--- config.mk ---
export PLATFORM = sky130hd
export DESIGN_NAME = kce_ram
export DESIGN_NICKNAME = d
export VERILOG_FILES = /design/src/sv/kce_ram.sv
export SDC_FILE = /design/constraint.sdc
export NUM_CORES = 2
export LEC_CHECK = 0
export BUFFER_PORTS_ARGS = -buffer_cell sky130_fd_sc_hd__buf_2
export CORE_UTILIZATION = 50
export DETAILED_ROUTE_END_ITERATION = 7
export HOLD_SLACK_MARGIN = 0.06
export PLACE_DENSITY = 0.69
export SETUP_SLACK_MARGIN = 0.2
export SLEW_MARGIN = 10
export SYNTH_ARGS = -nofsm -noshare
export SYNTH_HDL_FRONTEND = slang
export SYNTH_SLANG_ARGS = --single-unit
--- constraint.sdc ---
create_clock -name clk_i -period 7 [get_ports clk_i]
set_input_delay 0.7 -clock clk_i [delete_from_list [all_inputs] [get_ports clk_i]]
set_output_delay 0.7 -clock clk_i [all_outputs]
set_load 0.1 [all_outputs]
--- src/sv/kce_ram.sv ---
// Generic simple dual-port RAM with one write port and one registered read port.
// No dependencies.
module kce_ram #(
  parameter int unsigned WIDTH = 16,
  parameter int unsigned DEPTH = 128,
  parameter int unsigned AW    = (DEPTH > 1) ? $clog2(DEPTH) : 1
) (
  input  logic             clk_i,
  input  logic             we_i,
  input  logic [AW-1:0]    waddr_i,
  input  logic [WIDTH-1:0] wdata_i,
  input  logic [AW-1:0]    raddr_i,
  output logic [WIDTH-1:0] rdata_o
);

  logic [WIDTH-1:0] mem [DEPTH];
  logic [WIDTH-1:0] rdata_q;

  always_ff @(posedge clk_i) begin
    if (we_i) begin
      mem[waddr_i] <= wdata_i;
    end
    rdata_q <= mem[raddr_i];
  end

  assign rdata_o = rdata_q;

endmodule

Word level (Yosys, flattened, before mapping)
Memories as Yosys holds them, arrays and structs flattened. A register that Yosys moved wholly into a read port is not among the register bits.
Index checks and enable logic that the tools add are counted.
Storage, ports and cells
  flip-flop bits (word level): 0
  memory bits (writable): 2048
  bits of input ports: 32
  output and inout port bits: 16
  logic and storage cells: 3
  memories: 1
Memory list
  mem: words 128, width 16, read ports 1, clocked after Yosys merged registers in 1, wr ports 1, RTL line 16  | logic [WIDTH-1:0] mem [DEPTH];
Operators by class
  mux-type cells: 2
Operators with widths (number)
  $mux 1: 2

Longest topological paths before layout
  depth after elaboration: 2
  mapped depth: 7
  mapped depth without buffers: 4

Least setup slack after synthesis
OpenSTA, ideal clock, no wires.
  kind: input to register
  start: input port raddr_i[0]
  end: register rdata_q[0] (netlist: rdata_o[0]), read port of mem
  library setup time: 0.121 ns
  arrival: 3.074 ns
  data required time: 6.879 ns
  setup slack: 3.805 ns
  cell stages on the path: 6
  buffers on the path: 2
  path through: buf_2 buf_1 mux4_2 mux4_2 mux4_2 mux2_2
RTL lines
  start: declaration: RTL line 12  | input logic [AW-1:0] raddr_i,
  end: declaration: RTL line 17  | logic [WIDTH-1:0] rdata_q;

==> metrics <==
f_max between 0.2 and 0.3 GHz; Post CTS Setup Buffer Count 0; setup_tns 0 ns; P_int approximately 20 mW; EDFF count, synth 2048; number of global-route vias before repair 36190; most common cell in the netlist edfxtp_1; TritonRoute pass-1 iters 6; largest cells by area after synthesis edfxtp_1 (78%), mux4_2 (19%), nor2_1 (0.58%), dfxtp_1 (0.41%), clkbuf_1 (0.39%); CTS tree yes; final hold viol count 0; PwrDens 285.5 nW/um^2; commonest cells in the netlist edfxtp_1 (2048), mux4_2 (672), nor2_1 (122), clkbuf_1 (82), buf_2 (52); layout cells sized above 1 35.31%; syn nets 3118; Synth Warn # 0; Max VDD drop approximately 280 uV; crit path capture type flip-flop; critical-path cell list buf_8 -> buf_12 -> mux4_2 -> mux4_2 -> mux4_2 -> mux2_2; CP max stage delay 0.72 ns; WL final 189.6 mm; Post-CTS Hold Buffers 0; Seq pwr share 54.2%; # fillers ~11000; RSZ-0062 raised after global routing no; Die W around 400 um; Most common cell on crit path mux4_2; class of the worst hold path in2reg; Clock Tree Buf Depth 3; area growth from synthesis to layout 12.76%; clk_lat worst skew 0.84 ns; initial antenna violation count 23; P_sw 5.367 mW; core area 156000 um^2; cts repair resizes 0; total CTS buffers a little under 200; Crit-path slowest cell buf_8; wire per inst 34.09 um; Worst Tran Pin Value ~1.3 ns; CP startpoint kind primary input; first-pass GRT wire length 268.5 mm; RD Place Congestion ~0.81; DR iter-0 viols 5148; top cell type's share of synthesized area 78.32%; multi-input logic area 16180 um^2; Clock power frac 40.5%; CTS H-Tree Depth 4; Worst-path clk slew roughly 0.060 ns; arrival time worst endpoint approximately 4.2 ns; Worst Path Required 7.73 ns; Post-Syn Instances approximately 3000; IO buf count 47; post-synth top area cell edfxtp_1; total track usage 24.39%; height of the die between 300 and 400 um; storage element area 61820 um^2; Seq/Total Area, Yosys 78.73%; Tot Pwr 25.28 mW; die footprint 158600 um^2; FP Rows 145; Sw Share 21.23%; io pins 48; # clock sinks 2064; relative slew slack 13.86%; Comb pwr share 5.3%; Async S/R FF share, synth 0%; Pins Over Slew Limit 0; Nets 3370; prevailing post-synth register cell edfxtp_1; mean area per synthesized cell 25.44 um^2; Netlist cell types 17; pin count of the biggest net entering global routing around 110; clock skew ~0.029 ns; total global routing overflow 0; status complete, no violations; number of max-cap violations 0; critical path fanouts, max approximately 110; clk root buf clkbuf_16; crit path kind in2reg; residual DRC count 0; post-route clock period utilization 50.00%; DP HPWL 105.7 mm; Synth Register Bits around 2100; Post-Syn Area 78520 um^2; Finish-stage setup viols 0; Lkg Pwr about 27 nW; vias per inst about 6.4; Tmin final approximately 3.5 ns; Initial Util between 50% and 60%; Final ANT Viol Nets 0; Via Count 35650
worst paths after layout:
kind	start	endpoint	slack, ns	cells after the start
worst max-delay path	raddr_i[2]	rdata_o[12]	3.50	6
worst min-delay path	wdata_i[5]	mem[15][5]	0.29	1
worst max register to register	mem[53][9]	rdata_o[9]	4.51	4
worst min register to register	mem[56][2]	rdata_o[2]	1.14	4
critical path, delay by kind of cell:
| kind | cells | cell delay, ns |
|---|---|---|
| buffers and inverters | 2 | 1.26 |
| multiplexers | 4 | 1.93 |
sequential cells by signal, summed over array words and instances (netlist names):
name,count
mem,2048
rdata_o,16
cells by family (layout without fill, tap and decap cells):
logic type	after synthesis	after routing	share of synthesized area, %
DFF	2064	2064	78.73
muxes	688	688	19.50
and+or+nand+nor	170	170	0.8875
buffers and inverters	164	570	0.8812
other	0	10	0
layout make-up:
cell class | count | area share [%]
clock inverters | 114 | 1.095
flip-flops and latches | 2064 | 69.82
clock buffers | 238 | 5.893
multi-input cells | 858 | 18.27
well taps | 2058 | 2.908
diodes | 10 | 0.02826
repair buffers | 218 | 1.985
power groups by stage:
stage	clock network, mW	logic, mW	registers, mW
5_1_grt	10.8	1.40	13.7
3_5_place_dp	0	1.34	14.0
4_1_cts	10.4	1.35	13.7
3_3_place_gp	0	1.31	14.0
6_report	10.2	1.34	13.7
2_1_floorplan	0	0.668	14.1
per-stage QoR:
| step | hold WS, ns | worst slack, ns | util (%) | area, um^2 | cells |
|---|---|---|---|---|---|
| after floorplan | 0.7989 | 3.805 | - | 78520 | 3086 |
| after global placement | 1.118 | 2.701 | 52.76 | 82320 | 5198 |
| after detailed placement | 1.130 | 2.663 | 52.77 | 82330 | 5198 |
| after CTS | 0.2312 | 3.534 | 56.73 | 88510 | 5550 |
| after global routing | 0.2724 | 3.433 | 56.73 | 88520 | 5551 |
| final | 0.2939 | 3.500 | 56.75 | 88540 | 5560 |
routing by layer:
| layer | share of wire [%] | global-route usage [%] | vias to the layer above |
|---|---|---|---|
| li1 | - | - | 13990 |
| met1 | 38 | 34.94 | 19200 |
| met2 | 48 | 37.83 | 2177 |
| met3 | 11 | 5.698 | 276 |
| met4 | 2.6 | 7.218 | 8 |
| met5 | 0.026 | 0 | - |
cells in the final DEF, fill, tap and decap left out, types with 27 or more instances in the layout:
| cell type | count |
|---|---|
| nor2_1 | 81 |
| clkinv_1 | 44 |
| mux4_2 | 672 |
| clkbuf_16 | 200 |
| buf_4 | 174 |
| clkinv_2 | 35 |
| buf_2 | 27 |
| nor2_2 | 39 |
| edfxtp_1 | 2048 |
| clkbuf_1 | 31 |
Note: power is estimated with default switching activity, not from simulation.
