**src/sv/kce_div.sv**
```systemverilog
// Iterative restoring divider: signed dividend by unsigned divisor, truncated toward zero.
// One quotient bit per cycle. No dependencies.
module kce_div #(
  parameter int unsigned NUM_W = 36,
  parameter int unsigned DEN_W = 21
) (
  input  logic                    clk_i,
  input  logic                    rst_ni,
  input  logic                    start_i,
  input  logic signed [NUM_W-1:0] num_i,
  input  logic [DEN_W-1:0]        den_i,
  output logic                    done_o,
  output logic signed [NUM_W-1:0] quo_o
);

  localparam int unsigned CW = $clog2(NUM_W + 1);

  logic [NUM_W-1:0] mag_q;
  logic [DEN_W:0]   rem_q;
  logic [DEN_W-1:0] den_q;
  logic             neg_q;
  logic [CW-1:0]    cnt_q;
  logic             busy_q;
  logic             done_q;
  logic [DEN_W+1:0] shifted;
  logic [DEN_W+1:0] diff;

  assign shifted = {rem_q, mag_q[NUM_W-1]};
  assign diff    = shifted - {2'b00, den_q};

  always_ff @(posedge clk_i or negedge rst_ni) begin
    if (!rst_ni) begin
      busy_q <= 1'b0;
      done_q <= 1'b0;
      cnt_q  <= '0;
    end else begin
      done_q <= 1'b0;
      if (start_i) begin
        busy_q <= 1'b1;
        cnt_q  <= CW'(NUM_W);
      end else if (busy_q) begin
        cnt_q <= cnt_q - 1'b1;
        if (cnt_q == CW'(1)) begin
          busy_q <= 1'b0;
          done_q <= 1'b1;
        end
      end
    end
  end

  always_ff @(posedge clk_i) begin
    if (start_i) begin
      neg_q <= num_i[NUM_W-1];
      mag_q <= num_i[NUM_W-1] ? NUM_W'(-num_i) : NUM_W'(num_i);
      rem_q <= '0;
      den_q <= den_i;
    end else if (busy_q) begin
      if (!diff[DEN_W+1]) begin
        rem_q <= diff[DEN_W:0];
        mag_q <= {mag_q[NUM_W-2:0], 1'b1};
      end else begin
        rem_q <= shifted[DEN_W:0];
        mag_q <= {mag_q[NUM_W-2:0], 1'b0};
      end
    end
  end

  assign done_o = done_q;
  assign quo_o  = neg_q ? -signed'(mag_q) : signed'(mag_q);

endmodule

```
**config.mk**
```make
export PLATFORM = sky130hd
export DESIGN_NAME = kce_div
export DESIGN_NICKNAME = d
export VERILOG_FILES = /design/src/sv/kce_div.sv
export SDC_FILE = /design/constraint.sdc
export NUM_CORES = 1
export LEC_CHECK = 0
export BUFFER_PORTS_ARGS = -buffer_cell sky130_fd_sc_hd__buf_2
export CAP_MARGIN = 20
export CORE_ASPECT_RATIO = 1.75
export CORE_MARGIN = 8
export CORE_UTILIZATION = 40
export DETAILED_ROUTE_END_ITERATION = 6
export GPL_ROUTABILITY_DRIVEN = 0
export PLACE_DENSITY = 0.61
export SYNTH_ARGS = -nofsm -noshare
export SYNTH_HDL_FRONTEND = slang
export SYNTH_SLANG_ARGS = --single-unit
```
**constraint.sdc**
```tcl
create_clock -name clk_i -period 3.9 [get_ports clk_i]
set_clock_uncertainty 0.1 [all_clocks]
set_input_delay 0.585 -clock clk_i [delete_from_list [all_inputs] [get_ports clk_i]]
set_output_delay 0.585 -clock clk_i [all_outputs]
set_load 0.05 [all_outputs]
```
Word level (Yosys, flattened, before mapping)
Cells that the tools add are included.
- flip-flop bits (word level): 88
- input port bits: 60
- output and inout port bits: 37
- word-level logic and storage cells: 27
- add/subtract/negate cells: 4
- equal/unequal tests: 1
- muxes and demuxes: 14
- reductions and logical operators: 1
- operator list (kind ; count):
    36-bit 2-to-1 mux ; 4
    36-bit negation ; 2
    23-bit by 21-bit subtractor with 23-bit output ; 1
    22-bit 2-to-1 mux ; 1
    6-bit 2-to-1 mux ; 2
    1-bit 2-to-1 mux ; 7
    6-bit by 1-bit == test with 1-bit output (second input constant) ; 1
    6-bit by 1-bit subtractor with 6-bit output (second input constant) ; 1
    2-bit nonzero test ; 1

Longest topological paths before layout
- depth after elaboration: 4
- mapped depth: 13
- mapped depth without buffers: 11

Worst setup path after synthesis
Ideal clock, no wire load.
- path kind: register -> output
- start point: reg mag_q[12]
- end point: out quo_o[31]
- arrival: 2.589 ns
- data required time: 3.215 ns
- path slack: 0.626 ns
- cell stages (with the launch flop): 8
- path buffers: 0
- cell sequence: edfxtp_1 -> or4_4 -> nor3_4 -> nor4b_4 -> nand3_1 -> or3_1 -> o31ai_2 -> xnor2_1
- cells in the longest elaborated chain, start to end: 2
- RTL lines (what ; line ; text):
    from (decl) ; 18 ; logic [NUM_W-1:0] mag_q;
    from (signal assigned) ; 54 ; mag_q <= num_i[NUM_W-1] ? NUM_W'(-num_i) : NUM_W'(num_i);
    from (signal assigned) ; 60 ; mag_q <= {mag_q[NUM_W-2:0], 1'b1};
    from (signal assigned) ; 63 ; mag_q <= {mag_q[NUM_W-2:0], 1'b0};
    36-bit negation ; 69 ; assign quo_o = neg_q ? -signed'(mag_q) : signed'(mag_q);
    36-bit 2-to-1 mux ; 69 ;
    to (decl) ; 13 ; output logic signed [NUM_W-1:0] quo_o
No other way between the ends.

Worst setup path after layout
Same ends and word-level chain as after synthesis.

==> impl_metrics.csv <==
group,metric,value,unit
critical_path,worstSetupStartpoint,"mag_q[12]$_DFFE_PP_",
clock_tree,cts_made_buffers,9,
synth,synth_top_area_cell,"edfxtp_1",
critical_path,setup.reg_to_reg.worst_slack,580,ps
clock_tree,cts.sink_count,88,
pwr,clkPwrFrac,29.9,%
sta,number_of_slew_limit_violations_in_the_final_report,0,
synth,synth_top_cells_by_area,"edfxtp_1 28%, xnor2_1 7.2%, dfxtp_1 7.1%",
clock_tree,cts.path.max_buffers,2,
critical_path,crit_path_max_fanout,5,
synth,synth_area_in_adders,5.37,%
drt,num_vias,5321,
sta,setup_violations,0,
clock_tree,clk_pin_slew_worst_setup_hold_paths,70,ps
place,dpl.hpwl,12.7,mm
pwr,switching_share,36.3,%
hold_path,hold_path.startpoint,"den_i[8]",
sta,grt_setup_unrepaired,"false",
place,placed_area,6820,µm²
drt,drc_errors,0,
pwr,vdd.ir_drop.worst,228,µV
grt,largest_net_degree_at_the_start_of_global_routing,61,
clock_tree,clock_tree.htree_level_count,3,
synth,yosys.area.top_type_share,28.1,%
finish,area_growth,15.2,%
finish,antennaDiodeCount,0,
drt,antenna_viol_nets_final,0,
critical_path,cp-start-kind,"flip-flop",
drt,drt_pass1_iterations,4,
clock_tree,tritoncts,"done",
grt,grt_overflow_total,0,
synth,ys_ff_latch,88,
critical_path,worst-setup-path-type,"flip-flop to output pin",
floorplan,floorplan.io_pins,97,
drt,dr.first_iter.drc_count,219,
floorplan,placement_rows,60,
synth,synth_area_per_cell,9.08,µm²
synth,synth_commonest_cells,"69 x nor2_1, 58 x edfxtp_1, 56 x nand2_1",
sta,setup_ws,170,ps
finish,final_layout_size_suffix_gt1_share,17.2,%
finish,nNetsFinal,850,
drt,post_drt_wl_per_cell,16.9,µm
grt,grt_pass1_wl,25.3,mm
floorplan,design.die.area,19900,µm²
sta,hold_viol,0,
critical_path,max_stage_delay,600,ps
synth,synth-compound-area-share,20.2,%
synth,dominantRegCellSynth,"edfxtp_1",
synth,asyncSetResetFlopFracSynth,9.09,%
floorplan,die_h,181,µm
sta,final.period_utilization,95.6,%
critical_path,timing.critical_path.required,3210,ps
floorplan,core_area,15200,µm²
synth,synth_cell_type_count,68,
finish,final_design_instance_area_without_fill,7140,µm²
run,drv_cap,0,
synth,yosysMostFrequentCell,"nor2_1",
drt,totalWireLength,16.1,mm
synth,area_share_of_xor_xnor_cells_in_the_synthesized_design,12.6,%
synth,synth.yosys.seq_area_share,38.5,%
synth,post_synth_mux_area_share,2.44,%
pwr,cellPowerDensity,394,nW/µm²
hold_path,hold_class,"primary input to flip-flop",
sta,max_slew.worst_pin.slew,1090,ps
pwr,power.net_switching,1.02,mW
clock_tree,clock_latency,340,ps
critical_path,critical_path.slowest_cell,"or4_4",
pwr,static-leakage-power,2.95,nW
synth,post_synth_and_or_nand_nor_area_fraction,16.3,%
pwr,relative_contribution_of_sequential_cells_to_total_power,42.1,%
sta,layout_min_cycle_time,3730,ps
synth,number_of_enable_type_register_cells_in_the_synthesized_netlist,58,
pwr,combinationalPowerShare,28.0,%
pwr,power.internal,1.79,mW
floorplan,floorplan.initialDensity,40.6,%
drt,routed_via_density,5.57,
place,place.port_buffers,96,
sta,tns,0,ps
critical_path,crit-reg2reg-launch,"mag_q[35]$_DFFE_PP_",
grt,grt_pass1_vias,5271,
status,run_status,"complete, no violations",
floorplan,dieWidth,110,µm
clock_tree,cts_root_buf,"clkbuf_16",
critical_path,cp_data_arrival_time,3050,ps
synth,synth.cell_area,6190,µm²
synth,synth_nets,768,
synth,synth_top_family_by_area,"compound AO/OA/AOI/OAI gates",
critical_path,critical_path.cell_chain,"or4_4 > nor3_4 > nor4b_4 > nand3_1 > or3_1 > o31ai_2 > xnor2_1 > clkbuf_4",
sta,maxClockFrequency,268,MHz
place,post-place-ws,397,ps
grt,grt_usage,15.9,%
critical_path,critical_path.endpoint_type,"output pin",
grt,antenna_violations_before_repair,0,
sta,slew_headroom,27.1,%
synth,number_of_instances_in_the_synthesized_netlist,682,
synth,yosysWarningCount,0,
-- routing by layer --
metal / track usage (%) / vias to the layer above / routed length [µm]
met5: 0 / - / 0
li1: - / 2658 / -
met3: 2.72 / 34 / 931
met4: 6.47 / 0 / 503
met1: 16.4 / 2474 / 6080
met2: 29.7 / 155 / 8630
-- repair_timing --
| item | CTS | global route |
|---|---|---|
| resized for setup | 0 | 2 |
| setup buffers | 0 | 1 |
| hold buffers | 1 | 0 |
| setup endpoints to repair | 0 | 7 |
| hold endpoints to repair | 8 | 0 |
-- final cells by class --
class / instances / area [µm²]
clock buffer: 10 / 239
timing repair buffer: 105 / 556
inverter: 37 / 139
sequential: 88 / 2380
fill: 1505 / 8100
tap: 186 / 233
clock inverter: 6 / 51.3
multi-input combinational: 523 / 3540
-- final timing paths --
check	to	cells past startpoint
setup / recovery	quo_o[31]	8
hold / removal	den_q[8]$_DFFE_PP_	1
setup reg to reg	rem_q[15]$_SDFFE_PP0P_	12
hold reg to reg	rem_q[2]$_SDFFE_PP0P_	2
max in group asynchronous	cnt_q[2]$_DFFE_PN0P_	2
min in group asynchronous	done_o$_DFF_PN0_	2
-- cells in the final DEF (no fill, tap or decap), types with 8 or more instances in the layout --
cell type,netlist,final
dfrtp_1,8,8
nand3_1,14,14
buf_2,4,94
a211oi_1,15,15
buf_4,2,9
a21oi_1,54,54
o21ai_0,34,34
nor2_1,69,69
xor2_1,38,38
clkbuf_16,0,9
dfxtp_1,22,22
nand2b_1,8,8
inv_1,37,37
mux2i_1,14,14
xnor2_1,51,50
o41ai_1,11,11
edfxtp_1,58,58
or3_1,9,9
ha_1,25,25
or4_1,10,10
nand2_1,56,56
o31ai_1,19,19
-- sequential cells by signal, summed over array words and instances (netlist names) --
register  flops
done_o        1
busy_q        1
cnt_q         6
den_q        21
rem_q        22
neg_q         1
mag_q        36
-- stage by stage --
| step | utilization, % | instances | total power [mW] | hold slack [ps] |
|---|---|---|---|---|
| after floorplan | - | 682 | 1.77 | 189 |
| after detailed placement | 44.8 | 937 | 1.99 | 338 |
| after global placement | 44.8 | 937 | 1.97 | 338 |
| final | 46.8 | 955 | 2.81 | 319 |
| after CTS | 46.7 | 954 | 2.84 | 307 |
| after global routing | 46.8 | 955 | 2.95 | 304 |
-- worst max-delay path: cells and delay by family (launching register included) --
| kind | cells | cell delay (ps) |
|---|---|---|
| simple gates | 5 | 1670 |
| buf+inv | 1 | 250 |
| compound gates | 1 | 220 |
| xor+xnor | 1 | 140 |
| flops | 1 | 440 |
-- kinds of logic after synthesis --
logic type      count (synthesis)
compound gates                189
simple gates                  204
mux                            15
fa+ha+maj                      26
flops                          88
buf+inv                        71
xor+xnor                       89
-- power by group through the flow --
| stage | sequential (mW) | clock (mW) | combinational (mW) |
|---|---|---|---|
| finish | 1.18 | 0.840 | 0.787 |
| global route | 1.19 | 0.905 | 0.849 |
| CTS | 1.18 | 0.862 | 0.792 |
| detailed placement | 1.20 | 0 | 0.789 |
| global placement | 1.20 | 0 | 0.779 |
| floorplan | 1.17 | 0 | 0.602 |
Note: power is estimated with default switching activity, not from simulation.
